### config.mk
export PLATFORM = sky130hd
export DESIGN_NAME = pcm_timer_dma_controller
export DESIGN_NICKNAME = d
export VERILOG_FILES = /design/src/ptd_pkg.sv /design/src/pcm_timer_dma_controller.sv
export SDC_FILE = /design/constraint.sdc
export NUM_CORES = 1
export LEC_CHECK = 0
export ABC_CLOCK_PERIOD_IN_PS = 10900
export BUFFER_PORTS_ARGS = -buffer_cell sky130_fd_sc_hd__buf_2
export CAP_MARGIN = 40
export CORE_MARGIN = 2
export CORE_UTILIZATION = 33
export DETAILED_ROUTE_END_ITERATION = 6
export PLACE_DENSITY = 0.57
export SYNTH_ARGS = -nofsm -noshare
export SYNTH_HDL_FRONTEND = slang
export SYNTH_SLANG_ARGS = --single-unit
export TNS_END_PERCENT = 1
### constraint.sdc
create_clock -name clock -period 10.9 [get_ports clock]
set_clock_uncertainty 0.05 [all_clocks]
set_input_delay 3.27 -clock clock [delete_from_list [all_inputs] [get_ports clock]]
set_output_delay 3.27 -clock clock [all_outputs]
set_load 0.02 [all_outputs]
### src/ptd_pkg.sv
// shared types and constants for the pcm timer dma controller
`timescale 1ns / 1ps
package ptd_pkg;

   typedef struct packed {
      logic [1:0]  kind;
      logic [15:0] port;
      logic [7:0]  write_data;
      logic [7:0]  dma_first;
      logic [7:0]  dma_second;
   } req_type;

   typedef struct packed {
      logic [7:0]         read_data;
      logic               irq_request;
      logic [1:0]         dma_bytes_taken;
      logic signed [15:0] left_out;
      logic signed [15:0] right_out;
   } rsp_type;

   localparam logic [1:0] KIND_READ   = 2'd0;
   localparam logic [1:0] KIND_WRITE  = 2'd1;
   localparam logic [1:0] KIND_TICK   = 2'd2;
   localparam logic [1:0] KIND_UNUSED = 2'd3;

   localparam logic [16:0] CNT_SPENT = 17'h1FFFF;
   localparam logic [16:0] CNT_FULL  = 17'h10000;

   localparam logic [7:0] INT_SAMP   = 8'h04;
   localparam logic [7:0] INT_PCM    = 8'h08;
   localparam logic [7:0] PCM_MONO   = 8'h20;
   localparam logic [7:0] PCM_ENA    = 8'h40;
   localparam logic [7:0] SC2_16BIT  = 8'h04;
   localparam logic [7:0] SC2_MSBINV = 8'h10;
   localparam logic [7:0] FILT_MUTE  = 8'h20;

   localparam int NUM_PLAIN = 13;

endpackage

### src/pcm_timer_dma_controller.sv
// top level: pcm engine with three-channel interval timer and dma sample fetch
// response: a request's response is registered on acceptance and is valid in the next cycle
// throughput: one request per cycle; a new request is taken in the cycle the previous
// response leaves, and held off while a response waits under stall
// reset: synchronous active-high reset clears all timer, interrupt and sample state
`timescale 1ns / 1ps
module pcm_timer_dma_controller (
   input  logic              clock,
   input  logic              reset,
   input  logic              req_valid,
   output logic              req_stall,
   input  ptd_pkg::req_type  req_data,
   output logic              rsp_valid,
   input  logic              rsp_stall,
   output ptd_pkg::rsp_type  rsp_data
);
   import ptd_pkg::*;

   logic [7:0]  irq_status_ff, irq_status_in;
   logic [7:0]  irq_enable_ff, irq_enable_in;
   logic [7:0]  pcm_control_ff, pcm_control_in;
   logic [7:0]  filter_control_ff, filter_control_in;
   logic [7:0]  last_command_ff, last_command_in;
   logic [7:0]  plain_ff [NUM_PLAIN];
   logic [7:0]  plain_in [NUM_PLAIN];
   logic        stereo_ff, stereo_in;
   logic [15:0] left_ff, left_in, right_ff, right_in;
   logic [16:0] count_ff [3];
   logic [16:0] count_in [3];
   logic [16:0] reload_ff [3];
   logic [16:0] reload_in [3];
   logic [2:0]  running_ff, running_in;
   logic [15:0] hold_ff [3];
   logic [15:0] hold_in [3];
   logic [1:0]  rbm_ff [3];
   logic [1:0]  rbm_in [3];
   logic [1:0]  wbm_ff [3];
   logic [1:0]  wbm_in [3];
   logic [2:0]  mode_ff [3];
   logic [2:0]  mode_in [3];
   logic [2:0]  refresh_ff, refresh_in;

   logic    rsp_valid_ff;
   rsp_type rsp_ff, rsp_in;
   logic    accept;

   assign req_stall = rsp_valid_ff & rsp_stall;
   assign accept    = req_valid & ~req_stall;
   assign rsp_valid = rsp_valid_ff;
   assign rsp_data  = rsp_ff;

   function automatic logic [15:0] latch_of(input logic [16:0] c);
      latch_of = (c > CNT_FULL) ? 16'h0000 : c[15:0];
   endfunction

   function automatic logic [15:0] refresh_of(input logic [16:0] c);
      refresh_of = (c > CNT_FULL) ? 16'hFFFF : c[15:0];
   endfunction

   always_comb begin
      logic [1:0]  kind;
      logic [15:0] p;
      logic [7:0]  v;
      logic [7:0]  rd;
      logic [1:0]  taken;
      logic        pit_hit;
      logic [1:0]  sel;
      logic [2:0]  m;
      logic        wide;
      logic [15:0] s;
      logic [16:0] dec;
      logic [16:0] c1;
      kind = req_data.kind;
      p    = req_data.port;
      v    = req_data.write_data;
      rd   = 8'h00;
      taken = 2'd0;
      pit_hit = (p >= 16'h1388) && (p <= 16'h138B);
      sel  = p[1:0];
      m    = 3'd0;
      wide = (plain_ff[3] & SC2_16BIT) != 8'h00;
      s    = 16'h0000;
      dec  = wide ? 17'd2 : 17'd1;
      c1   = 17'd0;

      irq_status_in     = irq_status_ff;
      irq_enable_in     = irq_enable_ff;
      pcm_control_in    = pcm_control_ff;
      filter_control_in = filter_control_ff;
      last_command_in   = last_command_ff;
      plain_in          = plain_ff;
      stereo_in         = stereo_ff;
      left_in           = left_ff;
      right_in          = right_ff;
      count_in          = count_ff;
      reload_in         = reload_ff;
      running_in        = running_ff;
      hold_in           = hold_ff;
      rbm_in            = rbm_ff;
      wbm_in            = wbm_ff;
      mode_in           = mode_ff;
      refresh_in        = refresh_ff;

      case (kind)
         KIND_READ: begin
            if (pit_hit) begin
               if (sel == 2'd3) begin
                  rd = last_command_ff;
               end else begin
                  if (refresh_ff[sel]) begin
                     hold_in[sel] = refresh_of(count_ff[sel]);
                  end
                  case (rbm_ff[sel])
                     2'd0: begin
                        rd = hold_in[sel][15:8];
                        rbm_in[sel] = 2'd3;
                        refresh_in[sel] = 1'b1;
                     end
                     2'd1: begin
                        rd = hold_in[sel][7:0];
                        refresh_in[sel] = 1'b1;
                     end
                     2'd2: begin
                        rd = hold_in[sel][15:8];
                        refresh_in[sel] = 1'b1;
                     end
                     default: begin
                        rd = hold_in[sel][7:0];
                        rbm_in[sel] = 2'd0;
                        refresh_in[sel] = 1'b0;
                     end
                  endcase
               end
            end else begin
               case (p)
                  16'h0B88: rd = plain_ff[0];
                  16'h0B89: rd = irq_status_ff;
                  16'h0B8A: rd = filter_control_ff;
                  16'h0B8B: rd = (irq_enable_ff & ~8'hE0) | 8'h20;
                  16'h0F8A: rd = pcm_control_ff;
                  16'h2789: rd = 8'h01;
                  16'h7F89: rd = plain_ff[1] & ~8'h01;
                  16'h8388: rd = plain_ff[2];
                  16'h8389: rd = plain_ff[3];
                  16'h838B: rd = plain_ff[4];
                  16'h838C: rd = plain_ff[5];
                  16'hEF8B: rd = 8'h0C;
                  16'hF388: rd = plain_ff[6];
                  16'hF389: rd = plain_ff[7];
                  16'hF38B: rd = plain_ff[8];
                  16'hF38C: rd = plain_ff[9];
                  16'hF788: rd = plain_ff[10];
                  16'hF789: rd = plain_ff[11];
                  16'hFB8A: rd = plain_ff[12];
                  16'hFF88: rd = 8'h03;
                  16'hFF8B: rd = 8'h20 | 8'h10 | 8'h01;
                  default:  rd = 8'h00;
               endcase
            end
         end
         KIND_WRITE: begin
            if (pit_hit) begin
               if (sel == 2'd3) begin
                  if ((v & 8'hC0) == 8'hC0) begin
                     if (!v[5]) begin
                        for (int t = 0; t < 3; t++) begin
                           if (v[t+1]) hold_in[t] = latch_of(count_ff[t]);
                        end
                     end
                  end else begin
                     last_command_in = v;
                     if ((v & 8'h30) == 8'h00) begin
                        hold_in[v[7:6]]    = latch_of(count_ff[v[7:6]]);
                        last_command_in    = v | 8'h30;
                        refresh_in[v[7:6]] = 1'b0;
                        rbm_in[v[7:6]]     = 2'd3;
                     end else begin
                        m = v[3:1];
                        if (m > 3'd5) m = {1'b0, m[1:0]};
                        rbm_in[v[7:6]]     = v[5:4];
                        wbm_in[v[7:6]]     = v[5:4];
                        mode_in[v[7:6]]    = m;
                        refresh_in[v[7:6]] = 1'b1;
                     end
                  end
               end else begin
                  case (wbm_ff[sel])
                     2'd1: begin
                        reload_in[sel] = {9'd0, v};
                        count_in[sel] = {9'd0, v};
                        running_in[sel] = 1'b1;
                     end
                     2'd2: begin
                        reload_in[sel] = {1'b0, v, 8'h00};
                        count_in[sel] = {1'b0, v, 8'h00};
                        running_in[sel] = 1'b1;
                     end
                     2'd0: begin
                        reload_in[sel] = {1'b0, v, reload_ff[sel][7:0]};
                        count_in[sel] = {1'b0, v, reload_ff[sel][7:0]};
                        wbm_in[sel] = 2'd3;
                        running_in[sel] = 1'b1;
                     end
                     default: begin
                        reload_in[sel] = {1'b0, reload_ff[sel][15:8], v};
                        wbm_in[sel] = 2'd0;
                     end
                  endcase
                  if (reload_in[sel] == 17'd0) begin
                     reload_in[sel] = CNT_FULL;
                     count_in[sel] = CNT_FULL;
                  end
               end
            end else begin
               case (p)
                  16'h0B88: plain_in[0] = v;
                  16'h0B89: irq_status_in = irq_status_ff & ~v;
                  16'h0B8A: filter_control_in = v;
                  16'h0B8B: irq_enable_in = v;
                  16'h0F8A: pcm_control_in = v;
                  16'h7F89: plain_in[1] = v;
                  16'h8388: plain_in[2] = v;
                  16'h8389: plain_in[3] = v;
                  16'h838A: plain_in[4] = v;
                  16'h838B: plain_in[5] = v;
                  16'hF388: plain_in[6] = v;
                  16'hF389: plain_in[7] = v;
                  16'hF38A: plain_in[8] = v;
                  16'hF38B: plain_in[9] = v;
                  16'hF788: plain_in[10] = v;
                  16'hF789: plain_in[11] = v;
                  16'hFB8A: plain_in[12] = v;
                  default: ;
               endcase
            end
         end
         KIND_TICK: begin
            if (running_ff[0]) begin
               if (count_ff[0] > 17'd1) begin
                  count_in[0] = count_ff[0] - 17'd1;
               end else begin
                  // channel 0 expiry: reload or stop, sample interrupt, and dma fetch while channel 1 runs
                  if (mode_ff[0][1]) begin
                     count_in[0] = (reload_ff[0] != 17'd0) ? reload_ff[0] : CNT_FULL;
                  end else begin
                     count_in[0] = CNT_SPENT;
                     running_in[0] = 1'b0;
                  end
                  irq_status_in = irq_status_ff | INT_SAMP;
                  if (running_ff[1]) begin
                     if ((pcm_control_ff & PCM_ENA) != 8'h00) begin
                        if (wide) begin
                           s = {req_data.dma_first, req_data.dma_second};
                           taken = 2'd2;
                        end else begin
                           s = {req_data.dma_first ^ 8'h80, 8'h00};
                           taken = 2'd1;
                        end
                        if ((plain_ff[3] & SC2_MSBINV) != 8'h00) s = s ^ 16'h8000;
                        if ((pcm_control_ff & PCM_MONO) != 8'h00) begin
                           left_in = s;
                           right_in = s;
                        end else begin
                           if (stereo_ff) right_in = s;
                           else left_in = s;
                           stereo_in = ~stereo_ff;
                        end
                     end
                     if (count_ff[1] > CNT_FULL) begin
                        count_in[1] = count_ff[1];
                     end else if (count_ff[1] < dec) begin
                        count_in[1] = CNT_SPENT;
                     end else begin
                        c1 = count_ff[1] - dec;
                        count_in[1] = c1;
                        if (c1 == 17'd0) begin
                           if (mode_ff[1][1]) begin
                              count_in[1] = (reload_ff[1] != 17'd0) ? reload_ff[1]
                                                                    : CNT_FULL;
                           end else begin
                              count_in[1] = CNT_SPENT;
                              running_in[1] = 1'b0;
                           end
                           irq_status_in = irq_status_in | INT_PCM;
                        end
                     end
                  end
               end
            end
         end
         default: ;
      endcase

      rsp_in.read_data       = rd;
      rsp_in.irq_request     = (irq_status_in & irq_enable_in & (INT_SAMP | INT_PCM)) != 8'h00;
      rsp_in.dma_bytes_taken = taken;
      rsp_in.left_out  = ((filter_control_in & FILT_MUTE) != 8'h00) ? left_in : 16'sd0;
      rsp_in.right_out = ((filter_control_in & FILT_MUTE) != 8'h00) ? right_in : 16'sd0;
   end

   always_ff @(posedge clock) begin
      if (reset) begin
         irq_status_ff     <= '0;
         irq_enable_ff     <= '0;
         pcm_control_ff    <= '0;
         filter_control_ff <= '0;
         last_command_ff   <= '0;
         stereo_ff         <= 1'b0;
         left_ff           <= '0;
         right_ff          <= '0;
         running_ff        <= '0;
         refresh_ff        <= '0;
         rsp_valid_ff      <= 1'b0;
         for (int i = 0; i < NUM_PLAIN; i++) plain_ff[i] <= '0;
         for (int t = 0; t < 3; t++) begin
            count_ff[t]  <= '0;
            reload_ff[t] <= '0;
            hold_ff[t]   <= '0;
            rbm_ff[t]    <= '0;
            wbm_ff[t]    <= '0;
            mode_ff[t]   <= '0;
         end
      end else begin
         if (accept) begin
            irq_status_ff     <= irq_status_in;
            irq_enable_ff     <= irq_enable_in;
            pcm_control_ff    <= pcm_control_in;
            filter_control_ff <= filter_control_in;
            last_command_ff   <= last_command_in;
            plain_ff          <= plain_in;
            stereo_ff         <= stereo_in;
            left_ff           <= left_in;
            right_ff          <= right_in;
            count_ff          <= count_in;
            reload_ff         <= reload_in;
            running_ff        <= running_in;
            hold_ff           <= hold_in;
            rbm_ff            <= rbm_in;
            wbm_ff            <= wbm_in;
            mode_ff           <= mode_in;
            refresh_ff        <= refresh_in;
            rsp_valid_ff      <= 1'b1;
         end else if (!rsp_stall) begin
            rsp_valid_ff <= 1'b0;
         end
      end
   end

   always_ff @(posedge clock) begin
      if (accept) rsp_ff <= rsp_in;
   end

`ifndef SYNTHESIS
   a_accept_gives_rsp: assert property (@(posedge clock) disable iff (reset)
      accept |=> rsp_valid)
      else $error("accepted request produced no response");
   a_nontick_no_dma: assert property (@(posedge clock) disable iff (reset)
      accept && req_data.kind != KIND_TICK |=> rsp_data.dma_bytes_taken == 2'd0)
      else $error("dma bytes taken outside a tick");
   a_nonread_zero: assert property (@(posedge clock) disable iff (reset)
      accept && req_data.kind != KIND_READ |=> rsp_data.read_data == 8'h00)
      else $error("read data nonzero outside a read");
   a_spent_stopped: assert property (@(posedge clock) disable iff (reset)
      count_ff[0] == CNT_SPENT |-> !running_ff[0])
      else $error("channel 0 spent but still running");
`endif

endmodule

==> flow_metrics.env <==
export IMPL_drt_total_wl_um=92300
export IMPL_dr_total_vias=23800
export IMPL_area_delta_synth_final_pct=12.4
export IMPL_p_leak_uw=0.00851
export IMPL_worstMarginPinSlew_ns=1.30
export IMPL_reg2reg_slack_ns=6.07
export IMPL_peakVddDrop_uv=99.0
export IMPL_r2r_cells=15
export IMPL_critPathKind="primary input to flop"
export IMPL_yosysWarnings=0
export IMPL_worst_setup_path_start_kind="primary input"
export IMPL_nets=3033
export IMPL_cp_max_fo=41
export IMPL_holdCritPathClass="flop to flop"
export IMPL_ys_types=95
export IMPL_syn_cell_area_um2=23100
export IMPL_min_delay_start="left_ff[11]$_SDFFE_PP0P_"
export IMPL_fin_setup_tns_ns=0
export IMPL_fmax_mhz=125
export IMPL_worstSkewPairLatency_ns=0.60
export IMPL_relSlewSlack_pct=13.0
export IMPL_syn_nets=3105
export IMPL_maxCapViolations=0
export IMPL_arrival_ns=8.44
export IMPL_synth_flop_cell="dfxtp_1"
export IMPL_cts_root_buf="clkbuf_16"
export IMPL_hold_buffers=0
export IMPL_synth_top_cell_area_share_pct=29.7
export IMPL_detail_route_vias_per_cell=6.06
export IMPL_die_h_um=269
export IMPL_cts_htree_levels=2
export IMPL_holdPathStages=2
export IMPL_post_route_drc_count=1
export IMPL_pre_cts_ws_ns=2.43
export IMPL_dieArea_um2=72100
export IMPL_grtUsageTotal_pct=25.0
export IMPL_first_iter_violations=3093
export IMPL_post_route_period_util_pct=73.4
export IMPL_antenna_found_initial=1
export IMPL_seq_area_frac_synth_pct=35.3
export IMPL_cts_sinks=386
export IMPL_dr_pass1_iters=7
export IMPL_whs_endpoint="left_ff[11]$_SDFFE_PP0P_"
export IMPL_rsz0062_at_grt="false"
export IMPL_start_util_pct=33.5
export IMPL_cts_buffers_inserted=45
export IMPL_avgSynthCellArea_um2=7.60
export IMPL_crit_required_ns=11.35
export IMPL_hold_viol=0
export IMPL_rows=96
export IMPL_p_per_area_nw_per_um2=133
export IMPL_clockBufferDepth=3
export IMPL_drive_gt1_share_pct=10.4
export IMPL_status="complete, but fails checks"
export IMPL_min_period_ns=8.00
export IMPL_core_um2=68900
export IMPL_fin_ws_ns=2.90
export IMPL_r2r_end="count_ff[3]$_SDFFE_PP0P_"
export IMPL_violations="design-rule violations"
export IMPL_wl_per_cell_um=23.5
export IMPL_synthArstFlopShare_pct=0
export IMPL_dp_hpwl_um=62400
export IMPL_finalInstanceArea_um2=26000
export IMPL_synthCells=3040
export IMPL_yosysTopAreaCell="dfxtp_1"
export IMPL_synth_edf_count=43
export IMPL_cts_setup_buffers=0
export IMPL_synth_seq_cells=386
export IMPL_holdWs_ns=0.403
export IMPL_ios=91
export IMPL_grt_ovfl_total=0
export IMPL_grt_pass1_wl_um=139000
export IMPL_synth_area_top_cells="dfxtp_1 30%, nand2_1 6.5%, a21oi_1 6.4%"
export IMPL_numPortBuffers=90
export IMPL_ant_nets=0
export IMPL_post_cts_resized=0
export IMPL_cts_tree="built"
export IMPL_gp_congestion=0.954
export IMPL_grt_max_degree=191
export IMPL_first_global_vias=21800
export IMPL_worst_setup_path_end_kind="flop"
export IMPL_clkSlewWorstSetupHoldPaths_ns=0.06
export IMPL_post_dp_cell_area_um2=24400
export IMPL_finalSetupViolations=0
export IMPL_die_w_um=269
export IMPL_slew_violations=0
-- routing by layer --
metal / wire length [um] / vias to the layer above / global-route usage, %
li1: - / 11000 / -
met1: 39100 / 11400 / 34.6
met2: 40500 / 1175 / 38.0
met3: 8860 / 260 / 4.82
met4: 3920 / 0 / 10.3
met5: 0 / - / 0
-- kinds of logic after synthesis --
kind of cell | count (synthesis) | share of synthesized area, %
muxes | 129 | 5.82
and+or+nand+nor | 1225 | 24.4
xor gates and xnor gates | 25 | 0.948
DFF | 386 | 35.3
adders and majority gates | 19 | 1.06
AOI/OAI and AO/OA | 922 | 26.8
buffers and inverters | 334 | 5.68
-- cell usage in the layout (no fill, tap or decap), types with 24 or more instances in the layout --
master	n
inv_1	35
a22o_1	37
o211ai_1	24
edfxtp_1	43
nor4_1	32
nand4_1	29
o21ai_0	96
mux2i_1	122
nor3_1	45
nor2_1	382
buf_4	79
nand2_1	398
dfxtp_1	343
a211oi_1	58
o22ai_1	47
clkbuf_16	45
a31oi_1	37
a221oi_1	73
nand3_1	162
a22oi_1	71
a21oi_1	293
buf_2	89
-- through the flow --
step           total power, uW  util [%]  instances
2_1_floorplan             1760         -       3040
3_3_place_gp              1880      35.2       3839
3_5_place_dp              1890      35.4       3851
4_1_cts                   3460      37.6       3933
5_1_grt                   3550      37.7       3935
6_report                  3440      37.7       3935
-- power by group --
part	switching, uW	total [uW]	internal [uW]
sequential	16.9	1470	1460
combinational	276	392	116
clock	649	1580	929
-- cell type report --
cell class / count / area (um^2)
diodes: 1 / 2.50
clock buffers: 70 / 1360
clock inverters: 12 / 168
fillers: 7324 / 43000
inverters: 37 / 139
multi-input cells: 2320 / 13700
flip-flops and latches: 386 / 8160
well taps: 931 / 1160
repair buffers: 178 / 1220
-- registers in the layout (all words and copies together), names as in the netlist, named ones only --
signal / count
irq_enable_ff: 5
plain_ff: 103
filter_control_ff: 8
rsp_data: 43
pcm_control_ff: 8
left_ff: 16
count_ff: 50
hold_ff: 48
irq_status_ff: 8
last_command_ff: 8
reload_ff: 51
mode_ff: 2
right_ff: 16
stereo_ff: 1
running_ff: 2
rsp_valid: 1
-- worst max path at each step --
stage                       from                  endpoint  cells after the start
finish              req_data[25]  count_ff[3]$_SDFFE_PP0P_                     18
global route        req_data[25]  count_ff[4]$_SDFFE_PP0P_                     18
CTS                 req_data[25]  count_ff[3]$_SDFFE_PP0P_                     18
detailed placement  req_data[25]  count_ff[3]$_SDFFE_PP0P_                     18
global placement    req_data[25]  count_ff[4]$_SDFFE_PP0P_                     18
floorplan           req_data[25]  count_ff[0]$_SDFFE_PP0P_                     22
-- critical path: stages --
cell	delay [ns]
buf_4	0.46
nor2b_2	0.08
buf_4	0.27
nand2_1	0.11
o21a_1	0.17
inv_1	0.08
ha_2	0.27
buf_4	0.29
nor2_1	0.66
buf_4	0.30
o22ai_1	0.08
a221o_1	0.30
nor4_1	0.34
nand4_1	0.12
and4b_1	0.48
or3_1	0.55
a311oi_2	0.26
a22o_1	0.28
-- synth_stat cells, drive strengths merged, types with 20 or more instances --
| library cell | count |
|---|---|
| nor2 | 387 |
| o22ai | 48 |
| a31oi | 37 |
| a22oi | 71 |
| clkbuf | 239 |
| nor3 | 56 |
| dfxtp | 343 |
| a211oi | 59 |
| buf | 58 |
| nand2b | 21 |
| inv | 36 |
| nand3 | 164 |
| edfxtp | 43 |
| a221oi | 73 |
| o21ai | 112 |
| nand4 | 30 |
| o211ai | 24 |
| nand2 | 399 |
| a22o | 37 |
| mux2i | 122 |
| a21oi | 295 |
| xnor2 | 20 |
| nor4 | 36 |
No activity file was read; power rests on OpenSTA's default activity.
